--- config.mk ---
export PLATFORM = sky130hd
export DESIGN_NAME = icy_metadata_demux
export DESIGN_NICKNAME = d
export VERILOG_FILES = /design/src/rtl/icy_pkg.sv /design/src/rtl/icy_metadata_demux.sv /design/src/rtl/icy_front.sv /design/src/rtl/icy_queue.sv /design/src/rtl/icy_back.sv
export SDC_FILE = /design/constraint.sdc
export NUM_CORES = 1
export LEC_CHECK = 0
export BUFFER_PORTS_ARGS = -buffer_cell sky130_fd_sc_hd__buf_2
export CORE_MARGIN = 8
export CORE_UTILIZATION = 43
export CTS_CLUSTER_DIAMETER = 200
export DETAILED_ROUTE_END_ITERATION = 7
export GPL_TIMING_DRIVEN = 0
export HOLD_SLACK_MARGIN = 0.05
export PLACE_DENSITY = 0.67
export SLEW_MARGIN = 10
export SYNTH_ARGS = -nofsm -noshare
export SYNTH_HDL_FRONTEND = slang
export SYNTH_SLANG_ARGS = --single-unit
--- constraint.sdc ---
create_clock -name clk -period 4.83 [get_ports clk]
set_input_delay 0.966 -clock clk [delete_from_list [all_inputs] [get_ports clk]]
set_output_delay 0.966 -clock clk [all_outputs]
set_load 0.05 [all_outputs]
--- src/rtl/icy_pkg.sv ---
// Shared types and constants for the ICY metadata stream demultiplexer.
`timescale 1ns / 1ps

package icy_pkg;

    // Stream phase: audio bytes, the length byte, or inside a metadata block
    typedef enum logic [1:0] {
        PH_AUDIO  = 2'd0,
        PH_LENGTH = 2'd1,
        PH_META   = 2'd2
    } phase_t;

    // Title search state within one metadata block
    typedef enum logic [1:0] {
        TP_SEARCH  = 2'd0,
        TP_CAPTURE = 2'd1,
        TP_DONE    = 2'd2
    } title_phase_t;

    // Result kinds on the output channel
    typedef enum logic [1:0] {
        KIND_AUDIO         = 2'd0,
        KIND_TITLE_CHAR    = 2'd1,
        KIND_TITLE_DONE    = 2'd2,
        KIND_TITLE_ABANDON = 2'd3
    } kind_t;

    // One queued transaction group: first result, plus an optional abandon marker
    typedef struct packed {
        kind_t      kind;
        logic [7:0] data;
        logic       two;
    } entry_t;

    localparam int CFG_WIDTH   = 16;
    localparam int QUEUE_DEPTH = 4;
    localparam int QUEUE_AW    = 2;

    localparam logic [3:0] PATTERN_LEN = 4'd13;
    localparam logic [7:0] CHAR_QUOTE  = 8'h27;
    localparam logic [7:0] CHAR_S      = 8'h73;
    localparam logic [7:0] CASE_OFFSET = 8'd32;

    // Characters of streamtitle=' in lower case
    function automatic logic [7:0] pattern_char(input logic [3:0] idx);
        logic [7:0] c;
        case (idx)
            4'd0:    c = 8'h73; // s
            4'd1:    c = 8'h74; // t
            4'd2:    c = 8'h72; // r
            4'd3:    c = 8'h65; // e
            4'd4:    c = 8'h61; // a
            4'd5:    c = 8'h6D; // m
            4'd6:    c = 8'h74; // t
            4'd7:    c = 8'h69; // i
            4'd8:    c = 8'h74; // t
            4'd9:    c = 8'h6C; // l
            4'd10:   c = 8'h65; // e
            4'd11:   c = 8'h3D; // =
            4'd12:   c = 8'h27; // '
            default: c = 8'h00;
        endcase
        return c;
    endfunction

endpackage

--- src/rtl/icy_metadata_demux.sv ---
// Top level of the ICY metadata stream demultiplexer.
//
//  Channel | Signals                                   | Direction
//  --------+-------------------------------------------+----------
//  cfg     | cfg_we, cfg_wdata[15:0]                   | in
//  in      | in_valid, in_ready, in_byte[7:0]          | in
//  out     | out_valid, out_ready, out_kind[1:0],      | out
//          | out_byte[7:0], out_last                   |
//
// One input byte is accepted per cycle while the 4-entry result queue has room.
// Each byte makes 0, 1 or 2 output transactions; the output register issues one
// per cycle unless out_ready stalls it, so a title character plus the abandon
// marker form two transactions. Results pass a queue slot, then the output register.
// Reset is asynchronous and clears all parse state and the interval register.
// A stalled output fills the queue, and in_ready drops only once it is full.
`timescale 1ns / 1ps

module icy_metadata_demux #(
    parameter int INTERVAL_BITS = 16
) (
    input  logic                          clk,
    input  logic                          rst_n,
    input  logic                          cfg_we,
    input  logic [icy_pkg::CFG_WIDTH-1:0] cfg_wdata,
    input  logic                          in_valid,
    output logic                          in_ready,
    input  logic [7:0]                    in_byte,
    output logic                          out_valid,
    input  logic                          out_ready,
    output logic [1:0]                    out_kind,
    output logic [7:0]                    out_byte,
    output logic                          out_last
);

    logic            q_full;
    logic            q_push;
    logic            q_empty;
    logic            q_pop;
    icy_pkg::entry_t q_entry;
    icy_pkg::entry_t q_head;

    // Parser front end
    icy_front #(
        .INTERVAL_BITS (INTERVAL_BITS)
    ) u_front (
        .clk       (clk),
        .rst_n     (rst_n),
        .cfg_we    (cfg_we),
        .cfg_wdata (cfg_wdata),
        .in_valid  (in_valid),
        .in_ready  (in_ready),
        .in_byte   (in_byte),
        .q_full    (q_full),
        .q_push    (q_push),
        .q_entry   (q_entry)
    );

    // Decoupling queue
    icy_queue u_queue (
        .clk        (clk),
        .rst_n      (rst_n),
        .push       (q_push),
        .push_entry (q_entry),
        .full       (q_full),
        .pop        (q_pop),
        .empty      (q_empty),
        .head       (q_head)
    );

    // Output stage
    icy_back u_back (
        .clk       (clk),
        .rst_n     (rst_n),
        .q_empty   (q_empty),
        .q_head    (q_head),
        .q_pop     (q_pop),
        .out_valid (out_valid),
        .out_ready (out_ready),
        .out_kind  (out_kind),
        .out_byte  (out_byte),
        .out_last  (out_last)
    );

endmodule

--- src/rtl/icy_front.sv ---
// Front end: accepts stream bytes, tracks phase and title match, queues results.
`timescale 1ns / 1ps

module icy_front #(
    parameter int INTERVAL_BITS = 16
) (
    input  logic                          clk,
    input  logic                          rst_n,
    input  logic                          cfg_we,
    input  logic [icy_pkg::CFG_WIDTH-1:0] cfg_wdata,
    input  logic                          in_valid,
    output logic                          in_ready,
    input  logic [7:0]                    in_byte,
    input  logic                          q_full,
    output logic                          q_push,
    output icy_pkg::entry_t               q_entry
);

    logic [icy_pkg::CFG_WIDTH+INTERVAL_BITS-1:0] cfg_ext;

    logic [INTERVAL_BITS-1:0] meta_interval_reg;
    icy_pkg::phase_t          phase_reg, phase_next;
    icy_pkg::title_phase_t    title_phase_reg, title_phase_next;
    logic [INTERVAL_BITS-1:0] audio_count_reg, audio_count_next;
    logic [11:0]              meta_left_reg, meta_left_next;
    logic [3:0]               match_pos_reg, match_pos_next;
    logic                     seen_reg, seen_next;

    logic                     accept;
    logic [INTERVAL_BITS-1:0] count_inc;
    logic [7:0]               lc;
    logic [3:0]               match_inc;

    assign in_ready = !q_full;
    assign accept   = in_valid && in_ready;

    // Interval register, zero-extended or truncated to INTERVAL_BITS
    assign cfg_ext = {{INTERVAL_BITS{1'b0}}, cfg_wdata};

    always_ff @(posedge clk or negedge rst_n)
    begin
        if (!rst_n)
        begin
            meta_interval_reg <= '0;
        end
        else if (cfg_we)
        begin
            meta_interval_reg <= cfg_ext[INTERVAL_BITS-1:0];
        end
    end

    // Parse state registers
    always_ff @(posedge clk or negedge rst_n)
    begin
        if (!rst_n)
        begin
            phase_reg       <= icy_pkg::PH_AUDIO;
            title_phase_reg <= icy_pkg::TP_SEARCH;
            audio_count_reg <= '0;
            meta_left_reg   <= '0;
            match_pos_reg   <= '0;
            seen_reg        <= 1'b0;
        end
        else
        begin
            phase_reg       <= phase_next;
            title_phase_reg <= title_phase_next;
            audio_count_reg <= audio_count_next;
            meta_left_reg   <= meta_left_next;
            match_pos_reg   <= match_pos_next;
            seen_reg        <= seen_next;
        end
    end

    assign count_inc = audio_count_reg + {{(INTERVAL_BITS-1){1'b0}}, 1'b1};
    assign match_inc = match_pos_reg + 4'd1;

    // Case-folded byte for the pattern compare
    always_comb
    begin
        if (in_byte inside {[8'h41:8'h5A]})
        begin
            lc = in_byte + icy_pkg::CASE_OFFSET;
        end
        else
        begin
            lc = in_byte;
        end
    end

    // Next state and queued results for the accepted byte
    always_comb
    begin
        phase_next       = phase_reg;
        title_phase_next = title_phase_reg;
        audio_count_next = audio_count_reg;
        meta_left_next   = meta_left_reg;
        match_pos_next   = match_pos_reg;
        seen_next        = seen_reg;
        q_push           = 1'b0;
        q_entry.kind     = icy_pkg::KIND_AUDIO;
        q_entry.data     = in_byte;
        q_entry.two      = 1'b0;

        if (accept)
        begin
            case (phase_reg)
                icy_pkg::PH_LENGTH:
                begin
                    meta_left_next   = {in_byte, 4'b0000};
                    match_pos_next   = '0;
                    title_phase_next = icy_pkg::TP_SEARCH;
                    seen_next        = 1'b0;
                    if (in_byte != 8'h00)
                    begin
                        phase_next = icy_pkg::PH_META;
                    end
                    else
                    begin
                        phase_next       = icy_pkg::PH_AUDIO;
                        audio_count_next = '0;
                    end
                end

                icy_pkg::PH_META:
                begin
                    // padding bytes are skipped
                    if (in_byte != 8'h00)
                    begin
                        case (title_phase_reg)
                            icy_pkg::TP_SEARCH:
                            begin
                                if (match_pos_reg < icy_pkg::PATTERN_LEN &&
                                    lc == icy_pkg::pattern_char(match_pos_reg))
                                begin
                                    if (match_inc >= icy_pkg::PATTERN_LEN)
                                    begin
                                        title_phase_next = icy_pkg::TP_CAPTURE;
                                        match_pos_next   = '0;
                                    end
                                    else
                                    begin
                                        match_pos_next = match_inc;
                                    end
                                end
                                else
                                begin
                                    match_pos_next = (lc == icy_pkg::CHAR_S) ? 4'd1 : 4'd0;
                                end
                            end

                            icy_pkg::TP_CAPTURE:
                            begin
                                if (in_byte == icy_pkg::CHAR_QUOTE)
                                begin
                                    // empty title gives no marker
                                    if (seen_reg)
                                    begin
                                        q_push       = 1'b1;
                                        q_entry.kind = icy_pkg::KIND_TITLE_DONE;
                                        q_entry.data = 8'h00;
                                    end
                                    title_phase_next = icy_pkg::TP_DONE;
                                end
                                else
                                begin
                                    q_push       = 1'b1;
                                    q_entry.kind = icy_pkg::KIND_TITLE_CHAR;
                                    seen_next    = 1'b1;
                                end
                            end

                            default:
                            begin
                            end
                        endcase
                    end

                    meta_left_next = meta_left_reg - 12'd1;
                    if (meta_left_next == 12'd0)
                    begin
                        // block closes with title still open
                        if (title_phase_next == icy_pkg::TP_CAPTURE && seen_next)
                        begin
                            if (q_push)
                            begin
                                q_entry.two = 1'b1;
                            end
                            else
                            begin
                                q_push       = 1'b1;
                                q_entry.kind = icy_pkg::KIND_TITLE_ABANDON;
                                q_entry.data = 8'h00;
                            end
                        end
                        title_phase_next = icy_pkg::TP_DONE;
                        phase_next       = icy_pkg::PH_AUDIO;
                        audio_count_next = '0;
                    end
                end

                default:
                begin
                    // audio phase (also the unused code)
                    phase_next = icy_pkg::PH_AUDIO;
                    q_push     = 1'b1;
                    if (meta_interval_reg != '0)
                    begin
                        if (count_inc == '0 || count_inc >= meta_interval_reg)
                        begin
                            phase_next       = icy_pkg::PH_LENGTH;
                            audio_count_next = '0;
                        end
                        else
                        begin
                            audio_count_next = count_inc;
                        end
                    end
                    else
                    begin
                        audio_count_next = '0;
                    end
                end
            endcase
        end
    end

endmodule

--- src/rtl/icy_queue.sv ---
// Short queue of result groups between the front end and the output stage.
`timescale 1ns / 1ps

module icy_queue (
    input  logic            clk,
    input  logic            rst_n,
    input  logic            push,
    input  icy_pkg::entry_t push_entry,
    output logic            full,
    input  logic            pop,
    output logic            empty,
    output icy_pkg::entry_t head
);

    icy_pkg::entry_t              slots_reg [icy_pkg::QUEUE_DEPTH];
    logic [icy_pkg::QUEUE_AW:0]   wr_ptr_reg, wr_ptr_next;
    logic [icy_pkg::QUEUE_AW:0]   rd_ptr_reg, rd_ptr_next;

    assign empty = (wr_ptr_reg == rd_ptr_reg);
    assign full  = (wr_ptr_reg[icy_pkg::QUEUE_AW] != rd_ptr_reg[icy_pkg::QUEUE_AW]) &&
                   (wr_ptr_reg[icy_pkg::QUEUE_AW-1:0] == rd_ptr_reg[icy_pkg::QUEUE_AW-1:0]);
    assign head  = slots_reg[rd_ptr_reg[icy_pkg::QUEUE_AW-1:0]];

    assign wr_ptr_next = (push && !full) ? wr_ptr_reg + 1'b1 : wr_ptr_reg;
    assign rd_ptr_next = (pop && !empty) ? rd_ptr_reg + 1'b1 : rd_ptr_reg;

    // Pointers
    always_ff @(posedge clk or negedge rst_n)
    begin
        if (!rst_n)
        begin
            wr_ptr_reg <= '0;
            rd_ptr_reg <= '0;
        end
        else
        begin
            wr_ptr_reg <= wr_ptr_next;
            rd_ptr_reg <= rd_ptr_next;
        end
    end

    // Slot storage
    always_ff @(posedge clk)
    begin
        if (push && !full)
        begin
            slots_reg[wr_ptr_reg[icy_pkg::QUEUE_AW-1:0]] <= push_entry;
        end
    end

endmodule

--- src/rtl/icy_back.sv ---
// Output stage: expands queued result groups into single output transactions.
`timescale 1ns / 1ps

module icy_back (
    input  logic            clk,
    input  logic            rst_n,
    input  logic            q_empty,
    input  icy_pkg::entry_t q_head,
    output logic            q_pop,
    output logic            out_valid,
    input  logic            out_ready,
    output logic [1:0]      out_kind,
    output logic [7:0]      out_byte,
    output logic            out_last
);

    logic           valid_reg, valid_next;
    logic           pending_reg, pending_next;
    icy_pkg::kind_t kind_reg, kind_next;
    logic [7:0]     byte_reg, byte_next;
    logic           last_reg, last_next;
    logic           load;

    assign load = !valid_reg || out_ready;

    // Pick the next output: a pending abandon marker first, then the queue head
    always_comb
    begin
        valid_next   = valid_reg;
        pending_next = pending_reg;
        kind_next    = kind_reg;
        byte_next    = byte_reg;
        last_next    = last_reg;
        q_pop        = 1'b0;
        if (load)
        begin
            if (pending_reg)
            begin
                valid_next   = 1'b1;
                pending_next = 1'b0;
                kind_next    = icy_pkg::KIND_TITLE_ABANDON;
                byte_next    = 8'h00;
                last_next    = 1'b1;
            end
            else if (!q_empty)
            begin
                valid_next   = 1'b1;
                q_pop        = 1'b1;
                pending_next = q_head.two;
                kind_next    = q_head.kind;
                byte_next    = q_head.data;
                last_next    = !q_head.two;
            end
            else
            begin
                valid_next = 1'b0;
            end
        end
    end

    // Control registers
    always_ff @(posedge clk or negedge rst_n)
    begin
        if (!rst_n)
        begin
            valid_reg   <= 1'b0;
            pending_reg <= 1'b0;
        end
        else
        begin
            valid_reg   <= valid_next;
            pending_reg <= pending_next;
        end
    end

    // Payload registers
    always_ff @(posedge clk)
    begin
        kind_reg <= kind_next;
        byte_reg <= byte_next;
        last_reg <= last_next;
    end

    assign out_valid = valid_reg;
    assign out_kind  = kind_reg;
    assign out_byte  = byte_reg;
    assign out_last  = last_reg;

endmodule
==> flow_summary.json <==
{
  "status": "completed",
  "vias": 5006,
  "die_w_um": 139,
  "placedCellCount": 859,
  "grt_max_degree": 62,
  "critical_path_class": "reg2reg",
  "drive_gt1_frac": 0.174,
  "max_stage_delay_ns": 0.64,
  "synthesis.nets": 693,
  "grt_pass1_wl_mm": 23.9,
  "grt_usage": 0.153,
  "totalWireLength_mm": 14.3,
  "hold_buffers": 0,
  "dr.pass1.iters": 5,
  "cp.required_ns": 5.14,
  "synth_edf_count": 55,
  "irDropWorstVdd_mv": 0.328,
  "fmax_mhz": 239,
  "overflow": 0,
  "ys_seq_area_frac": 0.485,
  "rows": 45,
  "period_share": 0.868,
  "crit_arrival_ns": 4.51,
  "grt_pass1_vias": 5043,
  "finalClockSkew_ns": 0.00847,
  "cp_slowest_cell": "nor3_1",
  "yosysUniqueCellTypes": 71,
  "worst_slew_pin_slew_ns": 1.04,
  "drv_slew": 0,
  "setup_violations": 0,
  "post_cts_buffers": 0,
  "post_drt_wl_per_cell_um": 16.0,
  "synth_warnings": 0,
  "clk_latency_ns": 0.42,
  "relSlewSlack": 0.302,
  "ys_ff_latch": 116,
  "clock_path_buffers": 2,
  "worstPathCellList": "nand3_1, nor3_1, nand3_1, xor2_1, inv_1, ha_1, a21o_1, a21o_1, a221oi_1, and3b_1, clkbuf_1, nand2_1, o31ai_1",
  "dp_hpwl_mm": 10.4,
  "ys.flop_type": "dfrtp_1",
  "numPortBuffers": 39,
  "cts_root_buf": "clkbuf_16",
  "finalNetCount": 751,
  "clkTransAtPathRegs_ns": 0.06,
  "p_leak_uw": 0.00307,
  "finalHoldViolCount": 0,
  "core_area_um2": 15000,
  "hp-class": "reg2reg",
  "ys_async_sr_fraction": 0.526,
  "vias_per_cell": 5.62,
  "area_growth_pct": 15.3,
  "p_total_uw": 4160,
  "critPathMaxFanout": 10,
  "die_area_um2": 19500,
  "antenna_found_initial": 0,
  "drt_iter0_drc": 415,
  "start_util": 0.436,
  "htreeDepth": 4,
  "final.min_clock_period_ns": 4.19,
  "worstSetupStartpointType": "flop",
  "clkSinkCount": 116,
  "cts_buffers": 17,
  "largest_reg_flops": 44,
  "stdcell_count": 891,
  "power.density_nw_per_um2": 551,
  "drtAntennaViolNets": 0,
  "post_cts_resized": 0,
  "syn_area_per_cell_um2": 10.4,
  "fillers": 1287,
  "die_h_um": 139,
  "antenna_cells": 0,
  "endpoint_kind": "flop",
  "cts_tree": "built",
  "synth_cells": 632,
  "drc": 0,
  "drv_cap": 0,
  "gp_congestion": 0.854,
  "synth_area_um2": 6560,
  "boundaryPins": 42,
  "grt_setup_unrepaired": "false",
  "fin_setup_tns_ns": 0
}
cell usage in the layout, fill, tap and decap left out, types with 11 or more instances in the layout:
| cell | instances |
|---|---|
| ha_1 | 32 |
| nor4_1 | 11 |
| nand2b_1 | 12 |
| a21oi_1 | 21 |
| nor2b_1 | 23 |
| o21ai_0 | 43 |
| nand4_1 | 11 |
| nor2_1 | 29 |
| inv_1 | 44 |
| dfrtp_1 | 61 |
| edfxtp_1 | 55 |
| mux4_2 | 12 |
| nand2_1 | 76 |
| clkbuf_16 | 17 |
| buf_2 | 46 |
| clkbuf_1 | 13 |
| xnor2_1 | 12 |
| o22ai_1 | 13 |
| nand3_1 | 24 |
area by class of cell:
cell class              instances  area [um^2]  share of cell area
plain buffers                  26          126              0.0167
well taps                     188          235              0.0311
clock buffers                  17          425              0.0563
flip-flops and latches        116         3180               0.420
repair buffers                 39          198              0.0261
clock inverters                15          146              0.0194
inverters                      44          165              0.0218
multi-input cells             446         3090               0.408
stage by stage:
step | hold WS [ns] | instance area (um^2) | setup slack, ns | utilization
after floorplan | 0.464 | 6560 | 1.33 | -
after global placement | 0.484 | 6990 | 0.637 | 0.465
after detailed placement | 0.498 | 6990 | 0.640 | 0.465
after CTS | 0.508 | 7560 | 0.715 | 0.503
after global routing | 0.521 | 7560 | 0.332 | 0.503
final | 0.504 | 7560 | 0.638 | 0.503
metal layers:
layer / GRT usage / share of wire / up-vias
li1: - / - / 2444
met1: 0.187 / 0.45 / 2425
met2: 0.249 / 0.48 / 124
met3: 0.0499 / 0.055 / 13
met4: 0.0514 / 0.011 / 0
met5: 0 / 0 / -
Yosys cell counts (13+ instances only):
| library cell | n | area (um^2) |
|---|---|---|
| edfxtp_1 | 55 | 1650 |
| inv_1 | 44 | 165 |
| nand2_1 | 76 | 285 |
| nand3_1 | 24 | 120 |
| clkbuf_1 | 13 | 48.8 |
| nor2b_1 | 23 | 144 |
| a21oi_1 | 21 | 105 |
| o22ai_1 | 13 | 81.3 |
| ha_1 | 32 | 400 |
| o21ai_0 | 43 | 215 |
| dfrtp_1 | 61 | 1530 |
| nor2_1 | 29 | 109 |
cells by family (layout without fill, tap and decap cells):
kind of cell	Yosys count	count (layout)	share of synthesized area
DFF	116	116	0.485
buffers and inverters	70	141	0.0445
adders and majority gates	32	32	0.0611
AOI/OAI and AO/OA	138	138	0.139
xor gates and xnor gates	19	19	0.0254
and+or+nand+nor	240	240	0.195
muxes	17	17	0.0502
power by group:
group / leakage [uW] / internal [uW] / total (uW) / switching, uW
sequential: 0.00127 / 1340 / 1540 / 196
clock: 0.000271 / 719 / 1210 / 492
combinational: 0.00152 / 547 / 1420 / 870
total: 0.00307 / 2610 / 4160 / 1560
critical path: cells and delay by family, from the launching register on:
kind | cells | cell delay (ns)
simple gates | 5 | 1.55
compound gates | 4 | 0.97
buf+inv | 2 | 0.54
flops | 1 | 0.48
fa+ha+maj | 1 | 0.29
xor+xnor | 1 | 0.26
worst paths after layout:
check | from | end | slack (ns) | depth (start not counted)
min in group asynchronous | rst_n | u_front.meta_interval_reg[3] | 0.65 | 1
hold reg to reg | u_queue.rd_ptr_reg[2] | u_queue.rd_ptr_reg[2] | 0.50 | 1
hold / removal | u_queue.rd_ptr_reg[2] | u_queue.rd_ptr_reg[2] | 0.50 | 1
setup / recovery | u_front.audio_count_reg[0] | u_front.audio_count_reg[13] | 0.64 | 13
max in group asynchronous | rst_n | u_queue.rd_ptr_reg[1] | 3.65 | 1
setup reg to reg | u_front.audio_count_reg[0] | u_front.audio_count_reg[13] | 0.64 | 13
No activity file was read; power rests on OpenSTA's default activity.
